File: src/hw/rtl/cht_pkg.sv
// Package for the chained hash table engine: word types, command and status
// codes, controller states and the controller/datapath interface structs.
// No dependencies.
package cht_pkg;

  localparam int unsigned BUCKETS_DEF = 10;
  localparam int unsigned WAYS_DEF    = 8;

  typedef enum logic [2:0] {
    CMD_CLEAR   = 3'd0,
    CMD_INSERT  = 3'd1,
    CMD_LOOKUP  = 3'd2,
    CMD_DELETE  = 3'd3,
    CMD_INSPECT = 3'd4
  } cmd_e;

  typedef enum logic [1:0] {
    ST_OK       = 2'd0,
    ST_NOTFOUND = 2'd1,
    ST_FULL     = 2'd2,
    ST_BADBKT   = 2'd3
  } status_e;

  typedef struct packed {
    logic [2:0]         command;
    logic signed [31:0] key;
    logic signed [31:0] value;
    logic [3:0]         bucket;
    logic [3:0]         position;
  } in_word_t;

  typedef struct packed {
    logic [1:0]         status;
    logic signed [31:0] out_key;
    logic signed [31:0] out_value;
    logic [3:0]         bucket_size;
    logic               removed;
  } out_word_t;

  typedef enum logic [3:0] {
    S_IDLE,
    S_HASH,
    S_MOD_MUL,
    S_MOD_RED,
    S_READ,
    S_CMP,
    S_SHIFT_RD,
    S_SHIFT_WR,
    S_WRITE,
    S_INSP_RD,
    S_INSP_WAIT,
    S_DONE
  } state_t;

  // controller -> datapath
  typedef struct packed {
    logic load;       // capture input word
    logic hash;       // take key magnitude
    logic mod_mul;    // reciprocal product of the magnitude
    logic mod_red;    // remainder gives home bucket
    logic rd_scan;    // issue memory read at scan index
    logic scan_inc;   // advance scan index
    logic sh_rd;      // read entry at scan index + 1
    logic sh_wr;      // write shifted entry to scan index
    logic do_write;   // perform insert write / delete count update
    logic insp_rd;    // issue inspect read
    logic finish;     // form result
    logic clear;      // clear all counts
  } ctl_t;

  // datapath -> controller
  typedef struct packed {
    logic [2:0] command;
    logic       scan_end;   // scan index reached bucket count
    logic       hit;        // key at scan index matches
    logic       shift_end;  // no further entry to move
    logic       bad_bucket;
  } sts_t;

endpackage

File: src/hw/rtl/cht_ctrl.sv
// Controller state machine of the hash table engine.
// Depends on cht_pkg.
module cht_ctrl
  import cht_pkg::*;
(
  input  logic clk,
  input  logic rst,
  input  logic start,
  input  sts_t sts,
  output ctl_t ctl,
  output logic busy,
  output logic done
);

  state_t state, state_next;

  always_ff @(posedge clk) begin
    if (rst) state <= S_IDLE;
    else     state <= state_next;
  end

  always_comb begin
    state_next = state;
    unique case (state)
      S_IDLE: if (start) state_next = S_HASH;
      S_HASH: begin
        if (sts.command == CMD_INSERT || sts.command == CMD_LOOKUP ||
            sts.command == CMD_DELETE)
          state_next = S_MOD_MUL;
        else if (sts.command == CMD_INSPECT && !sts.bad_bucket)
          state_next = S_INSP_RD;
        else
          state_next = S_DONE;
      end
      S_MOD_MUL: state_next = S_MOD_RED;
      S_MOD_RED: state_next = S_READ;
      S_READ: state_next = sts.scan_end ? S_WRITE : S_CMP;
      S_CMP: begin
        if (sts.hit) begin
          if (sts.command == CMD_DELETE) state_next = S_SHIFT_RD;
          else                           state_next = S_WRITE;
        end else begin
          state_next = S_READ;
        end
      end
      S_SHIFT_RD: state_next = sts.shift_end ? S_WRITE : S_SHIFT_WR;
      S_SHIFT_WR: state_next = S_SHIFT_RD;
      S_WRITE:    state_next = S_DONE;
      S_INSP_RD:  state_next = S_INSP_WAIT;
      S_INSP_WAIT: state_next = S_DONE;
      S_DONE:     state_next = S_IDLE;
      default:    state_next = S_IDLE;
    endcase
  end

  always_comb begin
    ctl  = '0;
    busy = (state != S_IDLE);
    done = 1'b0;
    unique case (state)
      S_IDLE:     ctl.load = start;
      S_HASH: begin
        ctl.hash  = 1'b1;
        ctl.clear = (sts.command == CMD_CLEAR);
      end
      S_MOD_MUL:  ctl.mod_mul = 1'b1;
      S_MOD_RED:  ctl.mod_red = 1'b1;
      S_READ:     ctl.rd_scan = 1'b1;
      S_CMP:      ctl.scan_inc = !sts.hit;
      S_SHIFT_RD: ctl.sh_rd = 1'b1;
      S_SHIFT_WR: ctl.sh_wr = 1'b1;
      S_WRITE:    ctl.do_write = 1'b1;
      S_INSP_RD:  ctl.insp_rd = 1'b1;
      S_INSP_WAIT: ctl.finish = 1'b0;
      S_DONE: begin
        ctl.finish = 1'b1;
        done       = 1'b1;
      end
      default: ;
    endcase
  end

endmodule

File: config.mk
export PLATFORM = sky130hd
export DESIGN_NAME = cht_ctrl
export DESIGN_NICKNAME = d
export VERILOG_FILES = /design/src/hw/rtl/cht_pkg.sv /design/src/hw/rtl/cht_ctrl.sv
export SDC_FILE = /design/constraint.sdc
export NUM_CORES = 1
export LEC_CHECK = 0
export BUFFER_PORTS_ARGS = -buffer_cell sky130_fd_sc_hd__buf_2
export CAP_MARGIN = 20
export CORE_AREA = 2 2 39 41
export CTS_CLUSTER_DIAMETER = 60
export DETAILED_ROUTE_END_ITERATION = 10
export DIE_AREA = 0 0 41 43
export PLACE_DENSITY_LB_ADDON = 0.3
export SYNTH_ARGS = -nofsm -noshare
export SYNTH_HDL_FRONTEND = slang
export SYNTH_SLANG_ARGS = --single-unit
File: constraint.sdc
create_clock -name clk -period 1.78 [get_ports clk]
set_input_delay 0.356 -clock clk [delete_from_list [all_inputs] [get_ports clk]]
set_output_delay 0.356 -clock clk [all_outputs]
set_load 0.1 [all_outputs]
* After elaboration in Yosys (flattened, before gate mapping)
Index checks and enable logic that the tools add are counted.
** Word-level totals
- Flip-flop bits (word level) :: 4
- Output and inout port bits :: 14
- Logic and storage cells :: 46
** Operators by class
- Equality and inequality tests :: 16
- Mux-type cells :: 20
- Reductions and logical operators :: 9
** Operator list (number)
- 4-bit one-hot mux with 10 select lines :: 1
- 4-bit two-way mux :: 6
- 4-bit by 3-bit equality test with 1-bit output (second input constant) :: 4
- 4-bit equality test (second input constant) :: 4
- 1-bit two-way mux :: 12
- 4-bit by 2-bit equality test with 1-bit output (second input constant) :: 2
- 3-bit by 2-bit equality test with 1-bit output (second input constant) :: 2
- 4-bit by 1-bit equality test with 1-bit output (second input constant) :: 1
- 4-bit logical NOT :: 1
- 4-bit nonzero test :: 1
- 3-bit by 1-bit equality test with 1-bit output (second input constant) :: 1
- 3-bit equality test (second input constant) :: 1
- 3-bit logical NOT :: 1
- 1-bit logical NOT :: 2
- 1-bit logical OR :: 2
- 2-bit two-way mux :: 1
- 2-bit != test (second input constant) :: 1
- 2-bit OR reduction :: 1
- 1-bit logical AND :: 1

* Longest topological paths before layout
- Depth in word-level cells :: 5
- Gate-level depth with buffers :: 5
- Gate-level depth less buffers :: 4

* Least setup slack after synthesis
No wires, ideal clock.
- Path kind :: register to output
- Start point :: register state[2]
- End point :: output port ctl[11] (netlist name)
- Arrival :: 2816 ps
- Slack :: -1392 ps
- Stages on the path, launching flop included :: 4
- Path through :: dfxtp_1 > buf_6 > or4_1 > nor2_1
** RTL lines
- start: declaration :: line cht_ctrl.sv:15 : state_t state, state_next;
- start signal: assignment :: line cht_ctrl.sv:19 : else state <= state_next;
- end: declaration :: line cht_ctrl.sv:10 : output ctl_t ctl,

==> reports/qor.tcl <==
set qor(total_switching_power_mw) 0.455
set qor(cts-root-to-sink-buffers) 2
set qor(outcome) {finished with violations}
set qor(regMostFlops) {state}
set qor(io_pins) 24
set qor(cell_area_placed_um2) 881
set qor(startpoint_to_endpoint_class_of_the_critical_path) {reg2out}
set qor(relSlewSlack_pct) 80.3
set qor(insertion_delay_ns) 0.25
set qor(path_max_fanout) 3
set qor(num-fill-cells) 117
set qor(post_synthesis_average_cell_area_um2) 6.57
set qor(cp.arrival_ns) 1.44
set qor(synth_area_um2) 414
set qor(rows) 14
set qor(area_growth_syn_to_layout_pct) 127
set qor(finalHoldViolCount) 0
set qor(final-setup-viol-count) 2
set qor(largest_reg_flops) 4
set qor(layout_min_cycle_time_ns) 1.80
set qor(global_route.usage.total_pct) 18.0
set qor(stdcell_area_um2) 942
set qor(floorplan.initialDensity_pct) 29.9
set qor(synthCells) 63
set qor(number_of_antenna_diodes) 0
set qor(timing_worst_slew_pin_value_ns) 0.293
set qor(grt_antenna_before_repair) 0
set qor(fp.dieArea_um2) 1760
set qor(power_frac_clock_pct) 14.6
set qor(ffs_latches_synth) 4
set qor(grt_overflow_total) 0
set qor(reg_top3) {state (4)}
set qor(chip_height_um) 43
set qor(drt-vias-per-instance) 5.24
set qor(dr.first_iter.drc_count) 10
set qor(power_per_cell_area_nw_per_um2) 913
set qor(horizontal_die_dimension_um) 41
set qor(synth_sequential_area_ratio_pct) 19.3
set qor(detail_route.first_pass.iterations) 4
set qor(maxSlewViolCount) 0
set qor(cts_buffers) 3
set qor(routabilityCongestion) 0.836
set qor(hold_path_class) {in2reg}
set qor(postSynth.asyncResetShare_pct) 0
set qor(cts_max_level) 1
set qor(clock_tree.root_cell) {sky130_fd_sc_hd__clkbuf_4}
set qor(final_util_pct) 68.1
set qor(period_share_pct) 101
set qor(drt.antenna.violating_nets) 0
set qor(grt_start_max_net_pins) 10
set qor(max_cap_violations) 0
set qor(power.share.switching_pct) 52.9
set qor(power.ir.vdd_worst_v) 0.000543
set qor(cell_internal_pwr_mw) 0.405
set qor(failed_checks) {setup timing}
set qor(count_of_different_cell_masters_after_synthesis) 28
set qor(setup_tns_ns) -0.0237
set qor(yosys_most_used_dff) {sky130_fd_sc_hd__dfxtp_1}
set qor(clock_net_sink_count) 4
set qor(clock-skew-final_ns) 0.00721
set qor(max_clock_freq_mhz) 557
set qor(drc) 0
set qor(grt_pass1_wl_um) 2170
set qor(syn_nets) 73
set qor(design.final.nets) 106
set qor(hpwlAfterDp_um) 1030
set qor(wl_per_cell_um) 12.2
set qor(required_ns) 1.42
set qor(worstSetupStartpointType) {flop}
set qor(via_count) 576
set qor(reg_clk_slew_reported_paths_ns) 0.04
set qor(cts_tree) {done}
set qor(edff_count_synth) 0
set qor(port-buffer-count) 23
set qor(final_layout_size_suffix_gt1_share_pct) 64.9
set qor(synth.yosys.warnings) 0
set qor(core_area_um2) 1380
set qor(final_worst_setup_slack_ns) -0.0168
set qor(via_count_of_the_first_global_routing_pass) 516
set qor(grt_setup_unrepaired) {true}
set qor(combinational_share_of_power_pct) 70.4
set qor(cellLeakagePower_nw) 0.358
set qor(share_seq_of_total_power_pct) 15.0
set qor(total_wire_length_um) 1350
set qor(end_kind) {output pin}
set qor(cts_hold_buf) 0
-- cell families (layout without fill, tap and decap cells) --
logic type / count (synthesis) / count (layout) / synth area share (%)
compound gates: 12 / 12 / 18.7
buf+inv: 9 / 40 / 11.2
flops: 4 / 4 / 19.3
mux: 1 / 1 / 2.72
simple gates: 37 / 37 / 48.0
-- placed cells by master, fill, tap and decap left out --
cell type,count
sky130_fd_sc_hd__buf_12,13
sky130_fd_sc_hd__buf_4,10
sky130_fd_sc_hd__buf_2,9
sky130_fd_sc_hd__nor2_4,5
sky130_fd_sc_hd__nand2_1,5
sky130_fd_sc_hd__nor3_4,4
sky130_fd_sc_hd__a21oi_1,4
sky130_fd_sc_hd__dfxtp_2,4
sky130_fd_sc_hd__inv_1,3
sky130_fd_sc_hd__o21ai_0,3
sky130_fd_sc_hd__or3_1,3
sky130_fd_sc_hd__clkbuf_4,3
sky130_fd_sc_hd__nand2b_4,2
sky130_fd_sc_hd__nor2_2,2
sky130_fd_sc_hd__nor2_1,2
sky130_fd_sc_hd__nor2b_1,2
sky130_fd_sc_hd__nand3_1,2
sky130_fd_sc_hd__inv_2,1
sky130_fd_sc_hd__nand2_4,1
sky130_fd_sc_hd__nand2b_2,1
sky130_fd_sc_hd__nand2_2,1
sky130_fd_sc_hd__or4_4,1
sky130_fd_sc_hd__or3_4,1
sky130_fd_sc_hd__and3b_4,1
sky130_fd_sc_hd__mux2_1,1
sky130_fd_sc_hd__o21ai_1,1
sky130_fd_sc_hd__nand2b_1,1
sky130_fd_sc_hd__o221ai_2,1
sky130_fd_sc_hd__a21o_1,1
sky130_fd_sc_hd__nor3_1,1
sky130_fd_sc_hd__nand3b_1,1
sky130_fd_sc_hd__or4b_1,1
sky130_fd_sc_hd__a31oi_1,1
sky130_fd_sc_hd__a41oi_1,1
sky130_fd_sc_hd__buf_6,1
-- layer usage --
metal	wire [um]	track usage (%)	vias up
met1	573	22.3	267
met5	0	0	-
met3	66	5.24	3
met4	12	6.00	0
li1	-	-	282
met2	693	28.4	24
-- critical path, cell delays in order, from the launching register on --
cell	delay, ns
sky130_fd_sc_hd__dfxtp_2	0.33
sky130_fd_sc_hd__or4_4	0.56
sky130_fd_sc_hd__nor2_4	0.12
sky130_fd_sc_hd__buf_12	0.18
-- repair_timing --
item,in CTS,in global routing
cloned,0,0
buffers inserted,1,1
gates resized for setup,8,2
endpoints found under the setup margin,6,5
endpoints found under the hold margin,0,0
pin swaps,2,0
-- Yosys cell counts (2+ instances only) --
cell type,instances,share of area [%]
sky130_fd_sc_hd__a21oi_1,4,4.8
sky130_fd_sc_hd__nand2b_1,4,6.0
sky130_fd_sc_hd__or3_1,4,6.0
sky130_fd_sc_hd__dfxtp_1,4,19
sky130_fd_sc_hd__inv_1,4,3.6
sky130_fd_sc_hd__o21ai_0,3,3.6
sky130_fd_sc_hd__nand2_1,6,5.4
sky130_fd_sc_hd__nand3_1,2,2.4
sky130_fd_sc_hd__nor2b_1,2,3.0
sky130_fd_sc_hd__nor3_1,4,4.8
sky130_fd_sc_hd__nor2_1,9,8.2
-- metrics by stage --
stage	instances	worst slack (ns)	power (mW)	hold slack (ns)
after floorplan	63	-0.562	0.533	0.540
after global routing	110	-0.0417	0.895	0.441
after CTS	109	-0.0191	0.852	0.422
after detailed placement	105	0.166	0.699	0.596
after global placement	105	0.182	0.693	0.579
final	110	-0.0168	0.860	0.423
-- final cells by class --
| cell class | instances | area (um^2) | share of cell area, % |
|---|---|---|---|
| well taps | 16 | 20.0 | 2.12 |
| repair buffers | 33 | 392 | 41.6 |
| clock buffers | 3 | 22.5 | 2.39 |
| flip-flops and latches | 4 | 85.1 | 9.03 |
| inverters | 4 | 15.0 | 1.59 |
| multi-input cells | 50 | 408 | 43.3 |
-- power groups by stage --
stage | Clock [mW] | Combinational (mW) | Sequential (mW)
global placement | 0 | 0.569 | 0.124
CTS | 0.126 | 0.598 | 0.127
floorplan | 0 | 0.419 | 0.114
finish | 0.125 | 0.606 | 0.129
detailed placement | 0 | 0.573 | 0.126
global route | 0.131 | 0.633 | 0.130
-- path summary, 6_finish.rpt --
kind,from,end,slack (ns),depth (start not counted)
worst max register to register,state[3]$_SDFFE_PP0P_,state[1]$_SDFFE_PP0P_,0.26,4
worst min-delay path,rst,state[3]$_SDFFE_PP0P_,0.42,4
worst min register to register,state[3]$_SDFFE_PP0P_,state[2]$_SDFFE_PP0P_,0.58,2
worst max-delay path,state[1]$_SDFFE_PP0P_,ctl[11],-0.02,3
No activity file was read; power rests on OpenSTA's default activity.
